===== src/design/gtar_pkg.sv =====
`default_nettype none
package gtar_pkg;

  // Width of the attack_len field as it arrives on the input channel.
  localparam int ATTACK_LEN_W = 20;

  // The reciprocal is Q0.32 plus one integer bit, so a one-sample attack gives exactly 1.0.
  localparam int RECIP_BITS = 33;

  // Operation codes of the shared adder.
  typedef logic alu_op_t;
  localparam alu_op_t ALU_ADD = 1'b0;
  localparam alu_op_t ALU_SUB = 1'b1;

endpackage
`default_nettype wire


===== src/design/gtar_addsub.sv =====
`default_nettype none
module gtar_addsub import gtar_pkg::*; #(
  parameter int W = 53
) (
  input  wire alu_op_t      op,
  input  wire logic [W-1:0] a,
  input  wire logic [W-1:0] b,
  output logic      [W-1:0] result
);

  logic [W-1:0] b_eff;
  logic         sub;

  assign sub    = (op == ALU_SUB);
  assign b_eff  = b ^ {W{sub}};
  assign result = a + b_eff + W'(sub);

endmodule
`default_nettype wire


===== src/design/gate_to_attack_ramp.sv =====
`default_nettype none
// Attack ramp generator. Each input beat carries a gate bit and an attack length d in samples;
// each produces exactly one ramp beat, unsigned Q2.FRAC_BITS, that climbs 0, 1/d, 2/d, ...
// while the gate stays high and is 0 while it is low. A low gate passes from the idle state
// through the finishing state to the output. A rising gate edge runs a restoring division
// of 2^32 + d/2 by d, one quotient bit per cycle through the shared adder. A held gate runs a
// shift-and-add multiply of the sample count by the reciprocal on the same adder, one count
// bit per cycle up to the highest set bit of the count.
// The input is taken only while the sequencer is idle; a finished ramp waits in an output
// register, so the next beat may be accepted before the last one is taken.
module gate_to_attack_ramp import gtar_pkg::*; #(
  parameter int DUR_BITS  = 20,
  parameter int FRAC_BITS = 16
) (
  input  wire logic                    clk,
  input  wire logic                    rst,
  input  wire logic                    in_valid,
  output logic                         in_ready,
  input  wire logic                    gate,
  input  wire logic [ATTACK_LEN_W-1:0] attack_len,
  output logic                         out_valid,
  input  wire logic                    out_ready,
  output logic      [FRAC_BITS+1:0]    ramp
);

  localparam int DW    = (DUR_BITS < ATTACK_LEN_W) ? DUR_BITS : ATTACK_LEN_W;
  localparam int PW    = DUR_BITS + RECIP_BITS;
  localparam int SHIFT = 32 - FRAC_BITS;
  localparam int RB    = FRAC_BITS + 2;

  localparam logic [1:0] ST_IDLE = 2'd0;
  localparam logic [1:0] ST_DIV  = 2'd1;
  localparam logic [1:0] ST_MUL  = 2'd2;
  localparam logic [1:0] ST_FIN  = 2'd3;

  logic [1:0]            state;
  logic                  prev_gate;
  logic [DUR_BITS-1:0]   sample_count;
  logic [RECIP_BITS-1:0] recip_duration;
  logic [DW-1:0]         divisor;
  logic [DW-1:0]         rem;
  logic [RECIP_BITS-1:0] dq;
  logic [5:0]            step_cnt;
  logic [PW-1:0]         acc;
  logic [PW-1:0]         mcand;
  logic [DUR_BITS-1:0]   mplier;
  logic [RB-1:0]         res;

  logic                  accept;
  logic                  rise;
  logic [DW-1:0]         dsel;
  logic [DW-1:0]         d_in;
  logic [DW:0]           shifted;
  logic                  qbit;
  alu_op_t               alu_op;
  logic [PW-1:0]         alu_a;
  logic [PW-1:0]         alu_b;
  logic [PW-1:0]         alu_res;
  logic [RB-1:0]         ramp_sat;
  logic                  slot_free;

  assign in_ready  = (state == ST_IDLE);
  assign accept    = in_valid && in_ready;
  assign rise      = gate && !prev_gate;
  assign dsel      = attack_len[DW-1:0];
  assign d_in      = (dsel == '0) ? DW'(1) : dsel;
  assign shifted   = {rem, dq[RECIP_BITS-1]};
  assign slot_free = !out_valid || out_ready;

  always_comb begin
    if (state == ST_DIV) begin
      alu_op = ALU_SUB;
      alu_a  = {{(PW-DW-1){1'b0}}, shifted};
      alu_b  = {{(PW-DW){1'b0}}, divisor};
    end else begin
      alu_op = ALU_ADD;
      alu_a  = acc;
      alu_b  = mplier[0] ? mcand : '0;
    end
  end

  gtar_addsub #(
    .W (PW)
  ) u_addsub (
    .op     (alu_op),
    .a      (alu_a),
    .b      (alu_b),
    .result (alu_res)
  );

  // Both subtraction operands stay below half the adder range, so the top bit is the borrow.
  assign qbit = !alu_res[PW-1];

  always_comb begin
    if (alu_res[PW-1:SHIFT+RB] != '0) begin
      ramp_sat = '1;
    end else begin
      ramp_sat = alu_res[SHIFT+RB-1:SHIFT];
    end
  end

  always_ff @(posedge clk) begin
    if (rst) begin
      state          <= ST_IDLE;
      prev_gate      <= 1'b0;
      sample_count   <= '0;
      recip_duration <= '0;
      out_valid      <= 1'b0;
    end else begin
      // In the finishing state a taken beat is replaced by the new one below.
      if (out_valid && out_ready && state != ST_FIN) begin
        out_valid <= 1'b0;
      end
      case (state)
        ST_IDLE: begin
          if (accept) begin
            prev_gate <= gate;
            if (!gate) begin
              sample_count <= '0;
            end else if (rise) begin
              sample_count <= DUR_BITS'(1);
            end else if (sample_count != '1) begin
              sample_count <= sample_count + DUR_BITS'(1);
            end
            if (!gate) begin
              res   <= '0;
              state <= ST_FIN;
            end else if (rise) begin
              divisor  <= d_in;
              rem      <= '0;
              dq       <= {1'b1, 32'(d_in >> 1)};
              step_cnt <= '0;
              state    <= ST_DIV;
            end else if (sample_count == '0) begin
              res   <= '0;
              state <= ST_FIN;
            end else begin
              acc    <= PW'(1) << (SHIFT - 1);
              mcand  <= PW'(recip_duration);
              mplier <= sample_count;
              state  <= ST_MUL;
            end
          end
        end
        ST_DIV: begin
          rem      <= qbit ? alu_res[DW-1:0] : shifted[DW-1:0];
          dq       <= {dq[RECIP_BITS-2:0], qbit};
          step_cnt <= step_cnt + 6'd1;
          if (step_cnt == 6'(RECIP_BITS - 1)) begin
            // The ramp of the rising sample uses a count of zero, so it is zero.
            recip_duration <= {dq[RECIP_BITS-2:0], qbit};
            res            <= '0;
            state          <= ST_FIN;
          end
        end
        ST_MUL: begin
          acc    <= alu_res;
          mcand  <= mcand << 1;
          mplier <= mplier >> 1;
          if (mplier[DUR_BITS-1:1] == '0) begin
            res   <= ramp_sat;
            state <= ST_FIN;
          end
        end
        ST_FIN: begin
          if (slot_free) begin
            out_valid <= 1'b1;
            state     <= ST_IDLE;
          end
        end
        default: begin
          state <= ST_IDLE;
        end
      endcase
    end
  end

  always_ff @(posedge clk) begin
    if (state == ST_FIN && slot_free) begin
      ramp <= res;
    end
  end

endmodule
`default_nettype wire


===== config.mk =====
export PLATFORM = sky130hd
export DESIGN_NAME = gate_to_attack_ramp
export DESIGN_NICKNAME = d
export VERILOG_FILES = /design/src/design/gtar_pkg.sv /design/src/design/gtar_addsub.sv /design/src/design/gate_to_attack_ramp.sv
export SDC_FILE = /design/constraint.sdc
export NUM_CORES = 1
export LEC_CHECK = 0
export ABC_AREA = 1
export BUFFER_PORTS_ARGS = -buffer_cell sky130_fd_sc_hd__buf_2
export CELL_PAD_IN_SITES_DETAIL_PLACEMENT = 1
export CELL_PAD_IN_SITES_GLOBAL_PLACEMENT = 2
export CORE_MARGIN = 2
export CORE_UTILIZATION = 35
export CTS_CLUSTER_DIAMETER = 50
export DETAILED_ROUTE_END_ITERATION = 7
export PLACE_DENSITY = 0.81
export SKIP_LAST_GASP = 1
export SYNTH_ARGS = -nofsm -noshare
export SYNTH_HDL_FRONTEND = slang
export SYNTH_SLANG_ARGS = --single-unit

===== constraint.sdc =====
create_clock -name clk -period 26.5 [get_ports clk]
set_input_delay 1.325 -clock clk [delete_from_list [all_inputs] [get_ports clk]]
set_output_delay 1.325 -clock clk [all_outputs]
set_load 0.02 [all_outputs]

Word-level counts from Yosys, hierarchy flattened
Index checks and enable logic that the tools add are counted.

Register bits: 298. Input port bits: 25. Logic and storage cells: 118.

$add $sub $neg: 4. Equal/unequal tests: 17. Multiplexer cells: 55. Bitwise gates (word level): 2. Reduce and logical (&&, ||, !) cells: 25.

Operator list (number): two-way mux 53 bit (11); two-way mux 20 bit (12); one-hot mux 53 bit (2 select lines) (2); two-way mux 18 bit (7); two-way mux 33 bit (3); one-hot mux 20 bit (2 select lines) (2); one-hot mux 33 bit (2 select lines) (1); one-hot mux 18 bit (3 select lines) (1); adder 53 x 1 -> 53 bit (1); adder 53 bit (1); XOR 53 bit (1); logical NOT 20 bit (2); adder 20 x 1 -> 20 bit (second input constant) (1); inequality test 20 bit (second input constant) (1); logical NOT 19 bit (1); nonzero test 19 bit (1); two-way mux 6 bit (3); two-way mux 2 bit (6); inequality test 2 bit (second input constant) (6); one-hot mux 6 bit (2 select lines) (1); AND reduction 5 bit (2); one-hot mux 2 bit (4 select lines) (1); AND reduction 7 bit (1); adder 6 x 1 -> 6 bit (second input constant) (1); 19 further kinds (34).

Longest topological paths before layout
Gate-level depths: netlist of the first run.

Word-level depth: 9. Depth in mapped cells: 27. Mapped depth without buffers: 26.

Hierarchy
Synthesis of the first run repeated with hierarchy kept, for this count alone.

Cells, all modules: 2511. Area, all modules: 18532.8 µm².

By module, submodules not included: gate_to_attack_ramp (instances 1, cells each 1467, area an instance 13322.8 µm², seq. area each 8378.0 µm²); gtar_addsub (instances 1, cells each 1044, area an instance 5210.0 µm², seq. area each 0.0 µm²).

Worst setup path after synthesis of the first run
OpenSTA, ideal clock, no wires.

Path kind: in2reg. From: input rst. To: register acc[0], enable pin. Setup time: 797 ps. Data arrival time: 10774 ps. Required time: 25703 ps. Path slack: 14929 ps. Stages on the path: 3. Buffers on the path: 0. Path through: inv_1 o21ai_0 a211oi_1.

Cells in the longest elaborated chain, start to end: 2.

RTL lines: start, declared (line gate_to_attack_ramp.sv:16) `input wire logic rst,`; inverter 1 bit (no line); AND reduction 6 bit (no line); end signal, assigned (line gate_to_attack_ramp.sv:138) `acc <= PW'(1) << (SHIFT - 1);`; end signal, assigned (line gate_to_attack_ramp.sv:157) `acc <= alu_res;`; end, declared (line gate_to_attack_ramp.sv:44) `logic [PW-1:0] acc;`.

Every way passes these cells. A chain may end at the register's enable or synchronous reset.

Final worst setup path of the first run
From: register state[1]. To: register rem[4] (data pin).

Cells in the longest elaborated chain, start to end: 7. Elaborated cells between the ends (all ways): 10.

RTL lines: start, declared (line gate_to_attack_ramp.sv:36) `logic [1:0] state;`; start signal, assigned (line gate_to_attack_ramp.sv:104) `state <= ST_IDLE;`; start signal, assigned (line gate_to_attack_ramp.sv:127) `state <= ST_FIN;`; start signal, assigned (line gate_to_attack_ramp.sv:133) `state <= ST_DIV;`; == test 2 x 1 -> 1 bit (line gate_to_attack_ramp.sv:71, gate_to_attack_ramp.sv:114); two-way mux 53 bit or two-way mux 1 bit (tied branches) (line gate_to_attack_ramp.sv:71) `if (state == ST_DIV) begin`; XOR 53 bit (line gtar_addsub.sv:15) `assign b_eff = b ^ {W{sub}};`; adder 53 bit (line gtar_addsub.sv:16) `assign result = a + b_eff + W'(sub);`; adder 53 x 1 -> 53 bit (line gtar_addsub.sv:16); two-way mux 20 bit (line gate_to_attack_ramp.sv:146) `rem <= qbit ? alu_res[DW-1:0] : shifted[DW-1:0];`; one-hot mux 20 bit (2 select lines) (*) (line gate_to_attack_ramp.sv:114) `case (state)`; end signal, assigned (line gate_to_attack_ramp.sv:146); end, declared (line gate_to_attack_ramp.sv:41) `logic [DW-1:0] rem;`.

Mark *: on every way between the ends. The rest lies on a longest branch, timed or not.

==> results of run 1 <==
stage by stage:
stage,power [mW],instances,setup WS [ps]
finish,2.44,2903,21240
global route,2.63,2903,20740
CTS,2.46,2903,21160
detailed placement,1.92,2830,21200
global placement,1.90,2830,21460
floorplan,1.53,2230,14930
power by group through the flow:
stage / registers [mW] / logic (mW) / clock network [mW]
after detailed placement: 0.702 / 1.22 / 0
after CTS: 0.694 / 1.23 / 0.541
final: 0.694 / 1.22 / 0.527
after global placement: 0.699 / 1.20 / 0
after floorplan: 0.705 / 0.829 / 0
after global routing: 0.704 / 1.37 / 0.555
cell usage after synthesis, types with 9 or more instances:
cell type / count
a21oi_1: 122
clkbuf_1: 74
dfxtp_1: 57
edfxtp_1: 241
ha_1: 61
inv_1: 323
nand2_1: 771
nand2_2: 21
nand3_1: 56
nand4_1: 22
nor2_1: 217
nor3_1: 25
nor4_1: 9
o21ai_0: 120
o21bai_1: 15
xnor2_1: 26
xor2_1: 11
cell families after synthesis:
family,count (synthesis)
compound gates,278
xor+xnor,37
fa+ha+maj,62
buf+inv,410
flops,298
simple gates,1145
state kept, by name, summed over array words and instances (netlist names):
signal	count
sample_count	20
divisor	20
state	2
acc	53
out_valid	1
mplier	20
res	18
dq	33
recip_duration	33
ramp	18
rem	20
prev_gate	1
step_cnt	6
mcand	53
per-layer routing:
metal,vias to the layer above,global-route usage,routed length (microns)
li1,7153,-,-
met5,-,0,0
met4,0,0.0686,1440
met1,6934,0.314,27300
met3,68,0.0254,1920
met2,219,0.359,24800
layout by cell type, fill, tap and decap left out, drive strengths merged, types with 25 or more instances in the layout:
cell type / count
xnor2: 26
edfxtp: 241
ha: 61
o21ai: 121
nor2: 225
nand2: 793
dfxtp: 57
a21oi: 122
buf: 60
clkbuf: 53
nor3: 25
inv: 337
nand3: 59
worst max-delay path, delay by kind of cell (launching register included):
kind	cells	cell delay [ps]
AOI/OAI and AO/OA	3	520
adders and majority gates	2	630
buffers and inverters	4	1940
and+or+nand+nor	12	1550
DFF	1	410
worst max-delay path by stage:
stage,startpoint,to,slack (ps),cells past startpoint
6_report,state[1]$_SDFFE_PP0P_,rem[4]$_SDFFCE_PP0P_,21240,21
2_1_floorplan,rst,acc[0]$_SDFFCE_PN0P_,14930,3
4_1_cts,state[1]$_SDFFE_PP0P_,rem[4]$_SDFFCE_PP0P_,21160,21
3_5_place_dp,state[1]$_SDFFE_PP0P_,rem[4]$_SDFFCE_PP0P_,21200,21
5_1_grt,state[1]$_SDFFE_PP0P_,rem[4]$_SDFFCE_PP0P_,20740,21
3_3_place_gp,state[1]$_SDFFE_PP0P_,rem[7]$_SDFFCE_PP0P_,21460,19
cell type report:
type                            instances  area [sq um]
Timing Repair Buffer                   60           340
Fill cell                            5910         29400
Sequential cell                       298          8380
Tap cell                              622           778
Inverter                              328          1230
Clock buffer                           53          1100
Clock inverter                         20           186
Multi-Input combinational cell       1522          7280
==> results.sh, run 1 <==
export IMPL_status="complete, no violations"
export IMPL_hold_end="ramp[6]$_DFFE_PP_"
export IMPL_finalNetCount=2337
export IMPL_root_buffer="clkbuf_16"
export IMPL_powerDensity_nw_per_um2=127
export IMPL_slew_headroom=0.174
export IMPL_synth_seq_area_share=0.488
export IMPL_finalHoldWorstSlack_ps=419
export IMPL_rsz0062_at_grt="false"
export IMPL_cp_end_kind="flop"
export IMPL_p_comb_frac=0.501
export IMPL_async_reset_ff_frac=0
export IMPL_hold_violations=0
export IMPL_cts_hold_buffers=0
export IMPL_hold_class="flop to flop"
export IMPL_synth_fa_ha_area_frac=0.0457
export IMPL_ant_nets=0
export IMPL_synth_area_top_cells="edfxtp_1 42%, nand2_1 17%, inv_1 7.1%"
export IMPL_routed_wl_microns=55500
export IMPL_path_clk_slew_ps=50
export IMPL_clockBufferDepth=3
export IMPL_grt_pass1_vias=14815
export IMPL_grt_pass1_wl_microns=86100
export IMPL_yosys_register_bits=298
export IMPL_total_leakage_power_nw=8.91
export IMPL_ir_drop_uv=53.8
export IMPL_cts_sinks=298
export IMPL_finalCritPeriodShare=0.198
export IMPL_p_int_mw=1.30
export IMPL_reg2reg_depth=21
export IMPL_syn_to_final_growth_pct=12.5
export IMPL_synth_edff_count=241
export IMPL_remaining_drc_errors=0
export IMPL_cp_data_required_time_ps=26890
export IMPL_io_pins=45
export IMPL_antenna_found_initial=0
export IMPL_crit_chain="inv_1, ha_2, inv_1, buf_4, nand2_1, o21ai_2, nand2_2, and2_1, fa_1, nand2_1, nand3_1, and2_1, nand3b_1, nand3_1, nand2_1, nand3_1, nand2_1, nand2_1, inv_1, o21ai_0, a21oi_1"
export IMPL_final_layout_size_suffix_gt1_frac=0.0772
export IMPL_rr_startpoint="state[1]$_SDFFE_PP0P_"
export IMPL_fin_util=0.397
export IMPL_core_area_sq_um=48600
export IMPL_crit_path_top_delay_cell="inv_1"
export IMPL_num_rows=81
export IMPL_post_cts_buffers=0
export IMPL_avgSynthCellArea_sq_um=7.69
export IMPL_hp_start="res[6]$_SDFFCE_PN0P_"
export IMPL_finalSetupTns_ps=0
export IMPL_synth_xor_area_frac=0.0189
export IMPL_detail_route_iter0_violations=884
export IMPL_timing_worst_setup_path_type="flop to flop"
export IMPL_synthMuxAreaShare=0
export IMPL_r2r_end="rem[4]$_SDFFCE_PP0P_"
export IMPL_overflow=0
export IMPL_die_w_microns=225
export IMPL_drt_first_pass_iters=4
export IMPL_vias_per_cell=4.95
export IMPL_yosysWarningCount=0
export IMPL_synth_ff_type="edfxtp_1"
export IMPL_die_h_microns=225
export IMPL_dp_hpwl_microns=41800
export IMPL_r2r_setup_slack_ps=21240
export IMPL_place_gp_congestion=0.909
export IMPL_synth_compound_area_frac=0.0870
export IMPL_arrival_ps=5650
export IMPL_synth_top_family_by_area="simple AND/OR/NAND/NOR gates"
export IMPL_worstMarginPinSlew_ps=1240
export IMPL_final_area_sq_um=19300
export IMPL_cp_max_fo=41
export IMPL_swShare=0.469
export IMPL_drv_slew=0
export IMPL_synth_cells=2230
export IMPL_clock_skew_final_ps=28.0
export IMPL_cap_violations=0
export IMPL_ys_types=42
export IMPL_min_path_cells=0
export IMPL_setup_viol=0
export IMPL_p_sw_mw=1.14
export IMPL_p_seq_frac=0.284
export IMPL_yosys_area_top_type_share=0.422
export IMPL_place_area_sq_um=18000
export IMPL_synth_area_leader_cell="edfxtp_1"
export IMPL_period_needed_ps=5260
export IMPL_cpPeakStageDelay_ps=930
export IMPL_antennaDiodeCount=0
export IMPL_die_area_sq_um=50800
export IMPL_htreeDepth=2
export IMPL_portBuffers=44
export IMPL_power_frac_clock=0.216
export IMPL_syn_num_nets=2317
export IMPL_initial_core_util=0.353
export IMPL_synthSimpleGateAreaFrac=0.269
export IMPL_post_drt_wl_per_cell_microns=19.1
export IMPL_syn_cell_area_sq_um=17200
export IMPL_grt_max_degree=79
export IMPL_grt_usage=0.223
export IMPL_cts_resized=0
export IMPL_clk_latency_ps=580
export IMPL_cts_buffers=40
export IMPL_fmaxAchievable_mhz=190
export IMPL_cp_start_kind="flop"
export IMPL_crit_top_cell="nand2_1"
export IMPL_vias=14374
export IMPL_cts_tree="yes"
Power figures use the tool's default switching activity.
==> run 2: changes to the inputs <==
clock period = 5 ns   (was 26.5 ns; I/O delays follow)
==> results.sh, run 2 (synthesis gave the netlist of run 1 again) <==
export IMPL_remaining_drc_errors=0
export IMPL_cts_tree="yes"
export IMPL_cpPeakStageDelay_ps=630
export IMPL_path_clk_slew_ps=60
export IMPL_dp_cells=2844
export IMPL_grt_pass1_wl_microns=86500
export IMPL_worstMarginPinSlew_ps=1090
export IMPL_fill_cells=5967
export IMPL_met2_length_microns=26500
export IMPL_power_mw=13.2
export IMPL_die_area_sq_um=50800
export IMPL_final_cells=2937
export IMPL_clock_skew_final_ps=14.8
export IMPL_r2r_end="res[1]$_SDFFCE_PN0P_"
export IMPL_cp_max_fo=18
export IMPL_total_leakage_power_nw=9.06
export IMPL_crit_chain="inv_1, ha_2, clkinvlp_4, o21ai_0, ha_1, nand2_1, nor2_1, nand2_1, nand3b_1, nand2_1, nand2_1, nand2_2, nand3_1, nand3_1, nand2_1, nand2_1, nand2_1, nor2_2, nand3_2, nand2_4, nand2_1"
export IMPL_dp_hpwl_microns=41900
export IMPL_clk_latency_ps=570
export IMPL_slew_headroom=0.270
export IMPL_cp_num_buf_inv=2
export IMPL_hold_violations=0
export IMPL_cp_end_kind="flop"
export IMPL_drv_slew=0
export IMPL_setup_viol=0
export IMPL_overflow=0
export IMPL_status="complete, no violations"
export IMPL_htreeDepth=2
export IMPL_rr_startpoint="state[1]$_SDFFE_PP0P_"
export IMPL_grt_pass1_vias=15409
export IMPL_crit_family="simple AND/OR/NAND/NOR gates"
export IMPL_fin_util=0.404
export IMPL_arrival_ps=4940
export IMPL_min_path_cells=4
export IMPL_post_drt_wl_per_cell_microns=18.7
export IMPL_vias=14520
export IMPL_num_rows=81
export IMPL_final_cell_mix="771 x nand2_1, 321 x inv_1, 241 x edfxtp_1, 216 x nor2_1"
export IMPL_r2r_setup_slack_ps=350
export IMPL_die_w_microns=225
export IMPL_ant_nets=0
export IMPL_fmaxAchievable_mhz=215
export IMPL_cp_start_kind="flop"
export IMPL_cts_buffers=39
export IMPL_initial_core_util=0.353
export IMPL_hold_end="out_valid$_SDFF_PP0_"
export IMPL_cp_data_required_time_ps=5300
export IMPL_wl_met3_microns=1730
export IMPL_ir_drop_uv=308
export IMPL_top_regs="acc (53), mcand (53)"
export IMPL_route_top_layer_used="met4"
export IMPL_cts_sinks=298
export IMPL_antenna_found_initial=0
export IMPL_crit_path_top_delay_cell="o21ai_0"
export IMPL_hold_class="input port to flop"
export IMPL_die_h_microns=225
export IMPL_portBuffers=44
export IMPL_wl_met1_microns=25400
export IMPL_grt_usage=0.222
export IMPL_timing_worst_setup_path_type="flop to flop"
export IMPL_place_gp_congestion=0.900
export IMPL_hp_start="out_ready"
export IMPL_clockBufferDepth=3
export IMPL_antennaDiodeCount=0
export IMPL_final_common_cell="nand2_1"
export IMPL_vias_per_cell=4.94
export IMPL_powerDensity_nw_per_um2=670
export IMPL_crit_top_cell="nand2_1"
export IMPL_rsz0062_at_grt="false"
export IMPL_syn_to_final_growth_pct=14.5
export IMPL_reg2reg_depth=21
export IMPL_detail_route_iter0_violations=772
export IMPL_grt_max_degree=107
export IMPL_routed_wl_microns=54800
export IMPL_finalCritPeriodShare=0.929
export IMPL_core_area_sq_um=48600
export IMPL_drt_first_pass_iters=4
export IMPL_final_layout_size_suffix_gt1_frac=0.0821
export IMPL_io_pins=45
export IMPL_seq_area_sq_um=8380
export IMPL_period_needed_ps=4650
export IMPL_multi_input_area_sq_um=7280
export IMPL_finalNetCount=2371
export IMPL_cap_violations=0
export IMPL_finalSetupTns_ps=0
export IMPL_root_buffer="clkbuf_16"
-- run 2: repair_timing --
item | in CTS | in global routing
hold buffers | 21 | 0
hold endpoints to repair | 25 | 0
gates resized for setup | 0 | 1
setup endpoints to repair | 0 | 7
buffers inserted | 0 | 0
-- run 2: area by class of cell --
cell class | instances | area share
inverter | 328 | 0.0629
multi-input combinational | 1522 | 0.371
clock inverter | 22 | 0.0105
clock buffer | 50 | 0.0544
sequential | 298 | 0.427
tap | 622 | 0.0396
timing repair buffer | 95 | 0.0353
-- run 2: layer usage --
metal  GRT usage  up-vias
met4      0.0617        0
li1            -     7213
met1       0.294     7052
met3      0.0241       56
met5           0        -
met2       0.383      199
-- run 2: report_power, final --
part	switching (mW)	internal (mW)	total, mW
logic	4.80	1.97	6.77
registers	0.203	3.44	3.64
clock network	1.16	1.59	2.75
total	6.16	7.00	13.2
-- run 2: worst max-delay path by stage --
stage / from / endpoint / depth (start not counted)
floorplan: state[0]$_SDFFE_PP0P_ / acc[0]$_SDFFCE_PN0P_ / 5
global placement: state[1]$_SDFFE_PP0P_ / res[2]$_SDFFCE_PN0P_ / 20
detailed placement: state[1]$_SDFFE_PP0P_ / res[1]$_SDFFCE_PN0P_ / 21
CTS: state[1]$_SDFFE_PP0P_ / res[1]$_SDFFCE_PN0P_ / 20
global route: state[1]$_SDFFE_PP0P_ / res[1]$_SDFFCE_PN0P_ / 20
finish: state[1]$_SDFFE_PP0P_ / res[1]$_SDFFCE_PN0P_ / 21
-- run 2: worst register-to-register path, cell delays in order, from the launching register on --
cell and delay, ps:
dfxtp_1 370, inv_1 150, ha_2 260, clkinvlp_4 300
o21ai_0 630, ha_1 300, nand2_1 110, nor2_1 360
nand2_1 100, nand3b_1 260, nand2_1 150, nand2_1 70
nand2_2 140, nand3_1 120, nand3_1 80, nand2_1 50
nand2_1 190, nand2_1 100, nor2_2 160, nand3_2 140
nand2_4 250, nand2_1 110
-- run 2: metrics by stage --
step	hold slack (ps)	setup WS [ps]	area [sq um]
6_report	60.9	353	19600
5_1_grt	78.4	49.4	19600
4_1_cts	52.0	266	19600
3_5_place_dp	406	285	18100
3_3_place_gp	402	462	18100
2_1_floorplan	400	129	17200
==> run 3: changes to the inputs <==
PLACE_DENSITY = 0.82   (was 0.81)
SYNTH_HIERARCHICAL = 1   (was not set)
==> results.sh, run 3 <==
export IMPL_synth_compound_area_frac=0.0619
export IMPL_powerDensity_nw_per_um2=736
export IMPL_syn_num_nets=2598
export IMPL_top_regs="acc (53), mcand (53)"
export IMPL_finalSetupTns_ps=0
export IMPL_finalCritPeriodShare=0.916
export IMPL_synth_ff_type="edfxtp_1"
export IMPL_period_needed_ps=4580
export IMPL_dp_slack_ps=417
export IMPL_synthSimpleGateAreaFrac=0.288
export IMPL_io_pins=45
export IMPL_cp_start_kind="flop"
export IMPL_cts_resized=0
export IMPL_power_mw=15.8
export IMPL_ant_nets=0
export IMPL_synth_area_top_cells="edfxtp_1 39%, nand2_1 17%, inv_1 9.0%"
export IMPL_grt_usage=0.216
export IMPL_cts_sinks=298
export IMPL_synth_edff_count=241
export IMPL_overflow=0
export IMPL_post_cts_buffers=0
export IMPL_worstMarginPinSlew_ps=1150
export IMPL_drt_first_pass_iters=5
export IMPL_finalNetCount=2651
export IMPL_final_layout_size_suffix_gt1_frac=0.0957
export IMPL_ys_types=42
export IMPL_cap_violations=0
export IMPL_num_rows=84
export IMPL_die_area_sq_um=54800
export IMPL_synth_xor_area_frac=0.0416
export IMPL_timing_worst_setup_path_type="flop to flop"
export IMPL_clockBufferDepth=3
export IMPL_die_h_microns=234
export IMPL_final_cell_mix="824 x nand2_1, 446 x inv_1, 241 x edfxtp_1, 240 x nor2_1, 99 x nand3_1"
export IMPL_async_reset_ff_frac=0
export IMPL_cts_hold_buffers=21
export IMPL_cp_end_kind="flop"
export IMPL_grt_max_degree=127
export IMPL_dp_hpwl_microns=43600
export IMPL_slew_headroom=0.234
export IMPL_die_w_microns=234
export IMPL_drv_slew=0
export IMPL_post_drt_wl_per_cell_microns=17.4
export IMPL_cp_max_fo=28
export IMPL_vias_per_cell=4.75
export IMPL_initial_core_util=0.353
export IMPL_routed_wl_microns=57400
export IMPL_yosysMostFrequentCell="nand2_1"
export IMPL_arrival_ps=4900
export IMPL_final_common_cell="nand2_1"
export IMPL_syn_cell_area_sq_um=18500
export IMPL_place_gp_congestion=0.894
export IMPL_cts_tree="yes"
export IMPL_detail_route_iter0_violations=802
export IMPL_yosys_area_top_type_share=0.390
export IMPL_yosys_register_bits=298
export IMPL_vias=15632
export IMPL_synth_seq_area_share=0.452
export IMPL_remaining_drc_errors=0
export IMPL_portBuffers=44
export IMPL_yosysWarningCount=6
export IMPL_status="complete, no violations"
export IMPL_path_clk_slew_ps=60
export IMPL_hold_class="input port to flop"
export IMPL_grt_pass1_vias=16191
export IMPL_core_area_sq_um=52400
export IMPL_clk_latency_ps=600
export IMPL_synth_top_family_by_area="simple AND/OR/NAND/NOR gates"
export IMPL_synthMuxAreaShare=0.000608
export IMPL_synth_fa_ha_area_frac=0.0423
export IMPL_hold_violations=0
export IMPL_ir_drop_uv=325
export IMPL_cp_data_required_time_ps=5320
export IMPL_antenna_found_initial=0
export IMPL_setup_viol=0
export IMPL_synth_area_leader_cell="edfxtp_1"
export IMPL_worst_slack_ps=420
export IMPL_rsz0062_at_grt="false"
export IMPL_syn_to_final_growth_pct=15.6
export IMPL_synth_cells=2511
export IMPL_avgSynthCellArea_sq_um=7.38
export IMPL_cts_buffers=46
export IMPL_fmaxAchievable_mhz=218
export IMPL_antennaDiodeCount=0
export IMPL_total_leakage_power_nw=10.5
export IMPL_synth_common_cells="824 x nand2_1, 446 x inv_1, 242 x nor2_1, 241 x edfxtp_1, 99 x nand3_1"
export IMPL_htreeDepth=2
export IMPL_grt_pass1_wl_microns=91000
export IMPL_root_buffer="clkbuf_16"
export IMPL_clock_skew_final_ps=28.2
-- run 3: changes by cell type after synthesis, moves of 10 or more --
cell,previous run,this run
inv_1,323,446
xor2_1,11,79
nand2_1,771,824
nand3_1,56,99
a21oi_1,122,94
o21ai_0,120,94
nor2_1,217,242
nor2_2,8,29
xnor2_1,26,9
inv_2,4,18
nand2_2,21,11
-- run 3: per-stage QoR --
step	instances	utilization	hold slack, ps	cell area (sq um)
6_report	3290	0.408	64.7	21400
5_1_grt	3290	0.408	83.0	21400
4_1_cts	3290	0.408	40.8	21400
3_5_place_dp	3183	0.374	406	19600
3_3_place_gp	3183	0.374	400	19600
2_1_floorplan	2511	-	400	18500
-- run 3: cell families after synthesis --
group,count (synthesis)
xor+xnor,88
buf+inv,557
flops,298
fa+ha+maj,62
simple gates,1289
mux,1
compound gates,216
-- run 3: critical path, cell delays in order, from the launching register on --
cell	delay (ps)
dfxtp_1	360
inv_1	180
ha_4	210
clkinv_1	150
buf_12	210
nand3_1	80
nand2_1	120
inv_1	90
nand2_1	70
nand2_1	140
inv_1	70
fa_1	450
inv_1	80
nand3_1	70
nor2_1	170
nand2_1	90
nand3_2	150
nand2_1	70
nand2_1	150
nand3_1	180
nand3_1	120
nand2_1	130
nor4_1	310
nand2_1	100
o21ai_1	200
buf_4	260
nand2_1	80
-- run 3: layout make-up --
cell class | count | area, sq um
multi-input combinational | 1656 | 8100
sequential | 298 | 8380
clock buffer | 55 | 1250
clock inverter | 31 | 340
inverter | 467 | 1750
tap | 688 | 861
fill | 6483 | 31000
timing repair buffer | 95 | 743
-- run 3: worst paths after layout --
kind	endpoint	slack, ps	depth (start not counted)	start
worst max-delay path	res[5]$_SDFFCE_PN0P_	420	26	state[1]$_SDFFE_PP0P_
worst max register to register	res[5]$_SDFFCE_PN0P_	420	26	state[1]$_SDFFE_PP0P_
worst min-delay path	sample_count[10]$_SDFFE_PP0P_	60	2	rst
worst min register to register	ramp[5]$_DFFE_PP_	410	0	res[5]$_SDFFCE_PN0P_
-- run 3: power breakdown --
part	switching, mW	internal, mW
clock	1.30	2.02
sequential	0.203	3.49
combinational	6.22	2.54
total	7.73	8.04
-- run 3: per-layer routing --
layer,share of wire,up-vias,global-route usage
li1,-,7912,-
met1,0.48,7417,0.294
met2,0.46,221,0.356
met3,0.034,82,0.0275
met4,0.027,0,0.0676
met5,0,-,0
